`src/hdl/xed_pkg.sv`:
```
// Shared types, character codes and decode functions for the XML entity decoder.
package xed_pkg;

  localparam int QUEUE_DEPTH = 4;
  localparam int MAX_OUT     = 6;
  localparam int SEG_MAX     = 5;

  localparam logic [7:0] CH_AMP  = 8'h26;
  localparam logic [7:0] CH_HASH = 8'h23;
  localparam logic [7:0] CH_SEMI = 8'h3B;

  typedef enum logic [4:0] {
    PH_IDLE, PH_AMP, PH_HASH, PH_DEC, PH_HEX,
    PH_L, PH_LT, PH_G, PH_GT,
    PH_A, PH_AM, PH_AMPW, PH_AP, PH_APO, PH_APOS,
    PH_Q, PH_QU, PH_QUO, PH_QUOT
  } phase_t;

  typedef enum logic [1:0] {
    ACT_NONE, ACT_NUM, ACT_DONE, ACT_HELD
  } act_t;

  typedef struct packed {
    logic [SEG_MAX-1:0][7:0] b;
    logic [2:0]              len;
  } seg_t;

  typedef struct packed {
    logic [MAX_OUT-1:0][7:0] b;
    logic [2:0]              cnt;
  } group_t;

  typedef struct packed {
    logic   valid;
    group_t grp;
  } q_head_t;

  function automatic phase_t named_next(input phase_t ph, input logic [7:0] c);
    phase_t nx;
    nx = PH_IDLE;
    case (ph)
      PH_AMP: begin
        if (c == "l") nx = PH_L;
        else if (c == "g") nx = PH_G;
        else if (c == "a") nx = PH_A;
        else if (c == "q") nx = PH_Q;
        else if (c == CH_HASH) nx = PH_HASH;
      end
      PH_L:   if (c == "t") nx = PH_LT;
      PH_G:   if (c == "t") nx = PH_GT;
      PH_A: begin
        if (c == "m") nx = PH_AM;
        else if (c == "p") nx = PH_AP;
      end
      PH_AM:  if (c == "p") nx = PH_AMPW;
      PH_AP:  if (c == "o") nx = PH_APO;
      PH_APO: if (c == "s") nx = PH_APOS;
      PH_Q:   if (c == "u") nx = PH_QU;
      PH_QU:  if (c == "o") nx = PH_QUO;
      PH_QUO: if (c == "t") nx = PH_QUOT;
      default: nx = PH_IDLE;
    endcase
    return nx;
  endfunction

  function automatic logic [7:0] done_char(input phase_t ph);
    logic [7:0] c;
    case (ph)
      PH_LT:   c = "<";
      PH_GT:   c = ">";
      PH_AMPW: c = CH_AMP;
      PH_APOS: c = "'";
      PH_QUOT: c = 8'h22;
      default: c = 8'h00;
    endcase
    return c;
  endfunction

  // The ampersand followed by the letters matched so far.
  function automatic seg_t held_seg(input phase_t ph);
    seg_t s;
    s      = '0;
    s.b[0] = CH_AMP;
    s.len  = 3'd1;
    case (ph)
      PH_L:    begin s.b[1] = "l"; s.len = 3'd2; end
      PH_LT:   begin s.b[1] = "l"; s.b[2] = "t"; s.len = 3'd3; end
      PH_G:    begin s.b[1] = "g"; s.len = 3'd2; end
      PH_GT:   begin s.b[1] = "g"; s.b[2] = "t"; s.len = 3'd3; end
      PH_A:    begin s.b[1] = "a"; s.len = 3'd2; end
      PH_AM:   begin s.b[1] = "a"; s.b[2] = "m"; s.len = 3'd3; end
      PH_AMPW: begin s.b[1] = "a"; s.b[2] = "m"; s.b[3] = "p"; s.len = 3'd4; end
      PH_AP:   begin s.b[1] = "a"; s.b[2] = "p"; s.len = 3'd3; end
      PH_APO:  begin s.b[1] = "a"; s.b[2] = "p"; s.b[3] = "o"; s.len = 3'd4; end
      PH_APOS: begin
        s.b[1] = "a"; s.b[2] = "p"; s.b[3] = "o"; s.b[4] = "s"; s.len = 3'd5;
      end
      PH_Q:    begin s.b[1] = "q"; s.len = 3'd2; end
      PH_QU:   begin s.b[1] = "q"; s.b[2] = "u"; s.len = 3'd3; end
      PH_QUO:  begin s.b[1] = "q"; s.b[2] = "u"; s.b[3] = "o"; s.len = 3'd4; end
      PH_QUOT: begin
        s.b[1] = "q"; s.b[2] = "u"; s.b[3] = "o"; s.b[4] = "t"; s.len = 3'd5;
      end
      default: s.len = 3'd1;
    endcase
    return s;
  endfunction

  function automatic seg_t utf8_seg(input logic [15:0] code);
    seg_t s;
    s = '0;
    if (code < 16'h0080) begin
      s.b[0] = code[7:0];
      s.len  = 3'd1;
    end else if (code < 16'h0800) begin
      s.b[0] = {3'b110, code[10:6]};
      s.b[1] = {2'b10, code[5:0]};
      s.len  = 3'd2;
    end else begin
      s.b[0] = {4'b1110, code[15:12]};
      s.b[1] = {2'b10, code[11:6]};
      s.b[2] = {2'b10, code[5:0]};
      s.len  = 3'd3;
    end
    return s;
  endfunction

endpackage

```
`src/hdl/xed_front.sv`:
```
// Front end: entity matching on each input byte and assembly of its output byte group.
module xed_front (
  input  logic              clk,
  input  logic              rst_n,
  input  logic              in_tvalid,
  output logic              in_tready,
  input  logic [7:0]        in_tdata,   // in_byte
  input  logic              in_tlast,
  input  logic              q_full,
  output logic              push,
  output xed_pkg::group_t   push_data
);

  xed_pkg::phase_t phase_r, phase_nxt, ph_mid, nx;
  logic [15:0]     acc_r, acc_nxt, acc_mid, acc_dec, acc_hex;
  xed_pkg::act_t   act;
  logic            plain_go, b_emit, flush;
  logic            is_dec, is_hex, is_semi;
  logic [3:0]      hex_v;
  logic [7:0]      b, done_c;
  xed_pkg::seg_t   seg_a, seg_c;
  logic [3:0]      ab_len, total;
  logic            accept;

  assign b       = in_tdata;
  assign is_dec  = b inside {[8'h30:8'h39]};
  assign is_hex  = is_dec || (b inside {[8'h41:8'h46], [8'h61:8'h66]});
  assign is_semi = (b == xed_pkg::CH_SEMI);
  assign hex_v   = is_dec ? b[3:0] : b[3:0] + 4'd9;
  assign acc_dec = 16'({acc_r, 3'b000} + {acc_r, 1'b0} + {15'b0, b[3:0]});
  assign acc_hex = {acc_r[11:0], hex_v};
  assign nx      = xed_pkg::named_next(phase_r, b);
  assign done_c  = xed_pkg::done_char(phase_r);

  always_comb begin
    ph_mid   = phase_r;
    acc_mid  = acc_r;
    act      = xed_pkg::ACT_NONE;
    plain_go = 1'b0;
    case (phase_r)
      xed_pkg::PH_IDLE: begin
        plain_go = 1'b1;
      end
      xed_pkg::PH_HASH: begin
        if (is_dec) begin
          acc_mid = {12'b0, b[3:0]};
          ph_mid  = xed_pkg::PH_DEC;
        end else if (b == "x" || b == "X") begin
          acc_mid = '0;
          ph_mid  = xed_pkg::PH_HEX;
        end else begin
          act      = xed_pkg::ACT_NUM;
          ph_mid   = xed_pkg::PH_IDLE;
          acc_mid  = '0;
          plain_go = !is_semi;
        end
      end
      xed_pkg::PH_DEC: begin
        if (is_dec) begin
          acc_mid = acc_dec;
        end else begin
          act      = xed_pkg::ACT_NUM;
          ph_mid   = xed_pkg::PH_IDLE;
          acc_mid  = '0;
          plain_go = !is_semi;
        end
      end
      xed_pkg::PH_HEX: begin
        if (is_hex) begin
          acc_mid = acc_hex;
        end else begin
          act      = xed_pkg::ACT_NUM;
          ph_mid   = xed_pkg::PH_IDLE;
          acc_mid  = '0;
          plain_go = !is_semi;
        end
      end
      default: begin
        if (is_semi && done_c != 8'h00) begin
          act    = xed_pkg::ACT_DONE;
          ph_mid = xed_pkg::PH_IDLE;
        end else if (nx != xed_pkg::PH_IDLE) begin
          ph_mid = nx;
          if (nx == xed_pkg::PH_HASH) acc_mid = '0;
        end else begin
          act      = xed_pkg::ACT_HELD;
          ph_mid   = xed_pkg::PH_IDLE;
          plain_go = 1'b1;
        end
      end
    endcase
    if (plain_go && b == xed_pkg::CH_AMP) begin
      ph_mid  = xed_pkg::PH_AMP;
      acc_mid = '0;
    end
    b_emit    = plain_go && (b != xed_pkg::CH_AMP);
    flush     = in_tlast && (ph_mid != xed_pkg::PH_IDLE);
    phase_nxt = flush ? xed_pkg::PH_IDLE : ph_mid;
    acc_nxt   = flush ? 16'h0000 : acc_mid;
  end

  always_comb begin
    logic [3:0] j;
    case (act)
      xed_pkg::ACT_NUM:  seg_a = xed_pkg::utf8_seg(acc_r);
      xed_pkg::ACT_DONE: begin
        seg_a      = '0;
        seg_a.b[0] = done_c;
        seg_a.len  = 3'd1;
      end
      xed_pkg::ACT_HELD: seg_a = xed_pkg::held_seg(phase_r);
      default:           seg_a = '0;
    endcase
    if (!flush) begin
      seg_c = '0;
    end else if (ph_mid == xed_pkg::PH_HASH || ph_mid == xed_pkg::PH_DEC ||
                 ph_mid == xed_pkg::PH_HEX) begin
      seg_c = xed_pkg::utf8_seg(acc_mid);
    end else begin
      seg_c = xed_pkg::held_seg(ph_mid);
    end
    ab_len = {1'b0, seg_a.len} + {3'b000, b_emit};
    total  = ab_len + {1'b0, seg_c.len};
    for (int k = 0; k < xed_pkg::MAX_OUT; k++) begin
      j = 4'(k) - ab_len;
      if (4'(k) < {1'b0, seg_a.len}) begin
        push_data.b[k] = seg_a.b[k];
      end else if (4'(k) < ab_len) begin
        push_data.b[k] = b;
      end else if (j < 4'(xed_pkg::SEG_MAX)) begin
        push_data.b[k] = seg_c.b[j[2:0]];
      end else begin
        push_data.b[k] = 8'h00;
      end
    end
    push_data.cnt = (total > 4'(xed_pkg::MAX_OUT)) ? 3'(xed_pkg::MAX_OUT) : total[2:0];
  end

  assign in_tready = !q_full;
  assign accept    = in_tvalid && in_tready;
  assign push      = accept && (total != 4'd0);

  always_ff @(posedge clk) begin
    if (!rst_n) begin
      phase_r <= xed_pkg::PH_IDLE;
      acc_r   <= '0;
    end else if (accept) begin
      phase_r <= phase_nxt;
      acc_r   <= acc_nxt;
    end
  end

endmodule

```
`src/hdl/xed_queue.sv`:
```
// Short queue of output byte groups between the front and back ends.
module xed_queue #(
  parameter int DEPTH = xed_pkg::QUEUE_DEPTH
) (
  input  logic              clk,
  input  logic              rst_n,
  input  logic              push,
  input  xed_pkg::group_t   push_data,
  output logic              full,
  input  logic              pop,
  output xed_pkg::q_head_t  head
);

  localparam int PW = $clog2(DEPTH);
  localparam int CW = $clog2(DEPTH + 1);

  xed_pkg::group_t mem [DEPTH];
  logic [PW-1:0]   wr_ptr_r, wr_ptr_nxt, rd_ptr_r, rd_ptr_nxt;
  logic [CW-1:0]   count_r, count_nxt;

  assign full       = (count_r == CW'(DEPTH));
  assign head.valid = (count_r != '0);
  assign head.grp   = mem[rd_ptr_r];

  assign wr_ptr_nxt = (wr_ptr_r == PW'(DEPTH - 1)) ? '0 : wr_ptr_r + 1'b1;
  assign rd_ptr_nxt = (rd_ptr_r == PW'(DEPTH - 1)) ? '0 : rd_ptr_r + 1'b1;

  always_comb begin
    case ({push, pop})
      2'b10:   count_nxt = count_r + 1'b1;
      2'b01:   count_nxt = count_r - 1'b1;
      default: count_nxt = count_r;
    endcase
  end

  always_ff @(posedge clk) begin
    if (!rst_n) begin
      wr_ptr_r <= '0;
      rd_ptr_r <= '0;
      count_r  <= '0;
    end else begin
      if (push) wr_ptr_r <= wr_ptr_nxt;
      if (pop) rd_ptr_r <= rd_ptr_nxt;
      count_r <= count_nxt;
    end
  end

  always_ff @(posedge clk) begin
    if (push) mem[wr_ptr_r] <= push_data;
  end

  a_no_push_full: assert property (@(posedge clk) disable iff (!rst_n) full |-> !push)
    else $error("Group pushed into a full queue.");
  a_count_range: assert property (@(posedge clk) disable iff (!rst_n)
    count_r <= CW'(DEPTH))
    else $error("Queue count exceeds its depth.");
  a_pop_valid: assert property (@(posedge clk) disable iff (!rst_n) pop |-> head.valid)
    else $error("Group popped from an empty queue.");

endmodule

```
`src/hdl/xed_back.sv`:
```
// Back end: sends the bytes of the queued groups one per request, tlast on each group's end.
module xed_back (
  input  logic              clk,
  input  logic              rst_n,
  input  xed_pkg::q_head_t  head,
  output logic              pop,
  output logic              out_tvalid,
  input  logic              out_tready,
  output logic [7:0]        out_tdata,   // out_byte
  output logic              out_tlast
);

  logic [2:0] idx_r, idx_nxt;
  logic       accept;

  assign out_tvalid = head.valid;
  assign out_tdata  = head.grp.b[idx_r];
  assign out_tlast  = head.valid && (idx_r == head.grp.cnt - 3'd1);
  assign accept     = out_tvalid && out_tready;
  assign pop        = accept && out_tlast;
  assign idx_nxt    = out_tlast ? 3'd0 : idx_r + 3'd1;

  always_ff @(posedge clk) begin
    if (!rst_n) begin
      idx_r <= 3'd0;
    end else if (accept) begin
      idx_r <= idx_nxt;
    end
  end

  a_idx_range: assert property (@(posedge clk) disable iff (!rst_n)
    head.valid |-> (idx_r < head.grp.cnt))
    else $error("Byte index runs past the end of its group.");
  a_last_rewinds: assert property (@(posedge clk) disable iff (!rst_n)
    pop |=> (idx_r == 3'd0))
    else $error("Byte index not rewound after the end of a group.");

endmodule

```
`src/hdl/xml_entity_decoder_core.sv`:
```
// Top level of the XML entity decoder: front end, group queue and back end.
// Each accepted input byte's output group is registered in the queue before it is offered.
// Throughput: one input byte per cycle while out_tready is high and each input byte yields
// at most one output byte. An input yielding n bytes holds the single output port until all
// n are out. The QUEUE_DEPTH-group queue absorbs bursts; input stalls only when it is full.
// Reset is synchronous, active low; it clears the match phase, the code and the queue.
module xml_entity_decoder_core #(
  parameter int QUEUE_DEPTH = xed_pkg::QUEUE_DEPTH
) (
  input  logic       clk,
  input  logic       rst_n,
  input  logic       in_tvalid,
  output logic       in_tready,
  input  logic [7:0] in_tdata,    // in_byte
  input  logic       in_tlast,
  output logic       out_tvalid,
  input  logic       out_tready,
  output logic [7:0] out_tdata,   // out_byte
  output logic       out_tlast
);

  logic              push, q_full, pop;
  xed_pkg::group_t   push_data;
  xed_pkg::q_head_t  head;

  xed_front u_front (
    .clk       (clk),
    .rst_n     (rst_n),
    .in_tvalid (in_tvalid),
    .in_tready (in_tready),
    .in_tdata  (in_tdata),
    .in_tlast  (in_tlast),
    .q_full    (q_full),
    .push      (push),
    .push_data (push_data)
  );

  xed_queue #(
    .DEPTH (QUEUE_DEPTH)
  ) u_queue (
    .clk       (clk),
    .rst_n     (rst_n),
    .push      (push),
    .push_data (push_data),
    .full      (q_full),
    .pop       (pop),
    .head      (head)
  );

  xed_back u_back (
    .clk        (clk),
    .rst_n      (rst_n),
    .head       (head),
    .pop        (pop),
    .out_tvalid (out_tvalid),
    .out_tready (out_tready),
    .out_tdata  (out_tdata),
    .out_tlast  (out_tlast)
  );

endmodule

```
`config.mk`:
```
export PLATFORM = sky130hd
export DESIGN_NAME = xml_entity_decoder_core
export DESIGN_NICKNAME = d
export VERILOG_FILES = /design/src/hdl/xed_pkg.sv /design/src/hdl/xed_front.sv /design/src/hdl/xed_queue.sv /design/src/hdl/xed_back.sv /design/src/hdl/xml_entity_decoder_core.sv
export SDC_FILE = /design/constraint.sdc
export NUM_CORES = 1
export LEC_CHECK = 0
export ABC_AREA = 1
export BUFFER_PORTS_ARGS = -buffer_cell sky130_fd_sc_hd__buf_2
export CAP_MARGIN = 20
export CORE_ASPECT_RATIO = 0.6
export CORE_MARGIN = 3
export CORE_UTILIZATION = 30
export CTS_BUF_LIST = sky130_fd_sc_hd__clkbuf_8 sky130_fd_sc_hd__clkbuf_16
export DETAILED_ROUTE_END_ITERATION = 8
export PLACE_DENSITY = 0.52
export SYNTH_ARGS = -nofsm -noshare
export SYNTH_HDL_FRONTEND = slang
export SYNTH_SLANG_ARGS = --single-unit
```
`constraint.sdc`:
```
create_clock -name clk -period 12.5 [get_ports clk]
set_input_delay 1.25 -clock clk [delete_from_list [all_inputs] [get_ports clk]]
set_output_delay 1.25 -clock clk [all_outputs]
set_load 0.02 [all_outputs]
```
==> metrics.txt <==
EDFF count, synth 204; Max Clk Rate 128 MHz; post-route cell area 16900 sq um; Pleak 6.89 nW; critical path capture point u_queue.mem[0][0]; GPL Wtd Cong 1.02; initial DRC count 2106; slowest CP cell nor2_4; Die H 181 microns; top_reg_cell synth edfxtp_1; Crit Path Max Fanout 27; post-synthesis cell count 1906; Synth area leader edfxtp_1; die footprint 53700 sq um; Bufs and invs on worst path 8; Yosys top cell area share 0.401; num rows 63; Power per Cell Area 110 nW/um^2; startpoint types primary input; Total Nets Final 1976; Hold-fix buffers, CTS 0; DR DRC count 0; DRT antenna net count 0; routed wire length 59900 microns; final worst path period need 7.80 ns; CTS Root Cell clkbuf_16; synth warn 0; Rel. slew slack 0.296; worst vdd ir 0.0000867 V; setup_tns 0 ns; Post-CTS Setup Repair Bufs 0; total grt overflow 0; FFs w/ async S/R, synth 0; r2r setup slk 5.28 ns; number of max-cap violations 0; clk buf depth 3; Crit path largest cell delay 0.81 ns; CTS tree yes; commonest non-fill, non-tap cell in the layout nand2_1; worst skew pair latency 0.54 ns; Placed Area 16100 sq um; starting density of the core 0.307; Synth cell types 63; HP Start u_queue.count_r[2]; clock-pin slew on the worst setup and hold paths 0.06 ns; vias in the first global route 12900; WP depth 26; Final Hold Vio Count 0; pin count of the biggest net entering global routing 99; cts repair resizes 0; Hold Path Class register to register; DR pass1 iterations 6; Mapped Area 15300 sq um; Num CTS Buffers 24; Synth Register Bits 237; core area 49800 sq um; Reg2Reg Depth 25; Critical R2R Capture u_queue.mem[0][0]; critical path data arrival time 7.98 ns; # setup viols final 0; IO Port Bufs 23; initial antenna violation count 3; DR vias/cell 5.51; RSZ-0062 raised after global routing false; post-detail-place hpwl 45200 microns; htree depth 1; crit share post-route 0.624; Crit path required time 12.68 ns; most frequent cells in the layout nand2_1 (418), nor2_1 (260), edfxtp_1 (204); Chip Width 297 microns; routed via count 14300; status finished, final reports clean; Worst-Margin Slew 1.05 ns; worst r2r src u_front.phase_r[3]; total power 1.86 mW; Syn-to-layout area delta 10.5%; syn_area_per_cell 8.01 sq um; CP Launch Point in_tdata[1]; Area contributors post-synth edfxtp_1 (40%), nand2_1 (10%), nor2_1 (6.5%); CP delay by family, top buffers and inverters; critical path type primary input to register; I/O pin count 24; skew final 0.0150 ns; Diodes inserted 0; layout cells sized above 1 0.0844; first-pass GRT wire length 87900 microns; clk sinks 237; WL per Instance 23.0 microns; CP endpoint kind register; post-synthesis sequential area ratio 0.444; Max Slew Vio Count 0; global-route usage over all layers 0.218
==> Yosys cell counts (all sizes together) (23+ instances only) <==
library cell    n
clkbuf         57
o21ai         176
edfxtp        204
o221ai         36
nor2          290
ha             57
nand4          24
inv           165
nand2         429
a21oi          82
dfxtp          33
o211ai         25
nand3         166
o22ai          23
==> flip-flops by register name, indices dropped and copies added (netlist names), named ones only <==
name              flops
u_back.idx_r          3
u_queue.mem         204
u_front.acc_r        16
u_queue.rd_ptr_r      2
u_front.phase_r       5
u_queue.wr_ptr_r      2
u_queue.count_r       3
==> cell type report <==
type,instances,area (sq um)
Clock inverter,18,143
Multi-Input combinational cell,1428,7570
Tap cell,682,853
Fill cell,5249,32900
Timing Repair Buffer,39,235
Clock buffer,25,626
Sequential cell,237,6790
Inverter,172,656
==> stage by stage <==
stage	hold WS, ns	util	setup slack (ns)	cells
floorplan	0.444	-	4.78	1907
global placement	0.462	0.323	4.27	2557
detailed placement	0.470	0.323	4.18	2557
CTS	0.483	0.339	4.73	2600
global route	0.516	0.339	4.13	2601
finish	0.483	0.339	4.70	2601
==> cell families after synthesis <==
kind of cell    Yosys count  share of synthesized area
compound gates          406                      0.160
xor+xnor                 10                    0.00696
fa+ha+maj                61                     0.0519
buf+inv                 242                     0.0620
flops                   237                      0.444
other cells               2                   0.000492
simple gates            948                      0.274
==> worst reg2reg max path, stage by stage (launching register included) <==
cell and delay [ns]:
dfxtp_1 0.45, inv_2 0.07, nor2_1 0.23, nand2_2 0.16, nor2_1 0.46, nand2_2 0.18
inv_2 0.14, nor2_1 0.06, o2111ai_1 0.16, nor3_2 0.14, nand3_4 0.18, inv_2 0.11
nand2_1 0.10, nand3_1 0.08, ha_1 0.20, ha_1 0.27, buf_4 0.31, clkinv_1 0.66
fa_1 0.65, xor2_1 0.16, nand2_1 0.14, nor3b_1 0.07, nor2_1 0.14, clkinv_1 0.40
nor2_4 0.81, buf_4 0.52
==> report_power, final <==
| group | internal [mW] | switching [mW] | total, mW |
|---|---|---|---|
| Clock | 0.404 | 0.314 | 0.719 |
| Combinational | 0.0562 | 0.173 | 0.229 |
| Sequential | 0.898 | 0.0116 | 0.910 |
==> layer usage <==
layer | track usage | wire length, microns | vias up
met4 | 0.0274 | 665 | 2
met5 | 0 | 13 | -
met1 | 0.359 | 30400 | 6948
met3 | 0.0820 | 7890 | 45
li1 | - | - | 6627
met2 | 0.261 | 21000 | 715
==> how the worst min path moves through the flow <==
stage | to | slack (ns) | cells past startpoint
3_3_place_gp | u_queue.count_r[0] | 0.46 | 1
4_1_cts | u_queue.count_r[0] | 0.48 | 1
3_5_place_dp | u_queue.count_r[0] | 0.47 | 1
2_1_floorplan | u_queue.count_r[0] | 0.44 | 1
6_report | u_queue.count_r[2] | 0.48 | 2
5_1_grt | u_queue.count_r[0] | 0.52 | 1
Note: power is estimated with default switching activity, not from simulation.
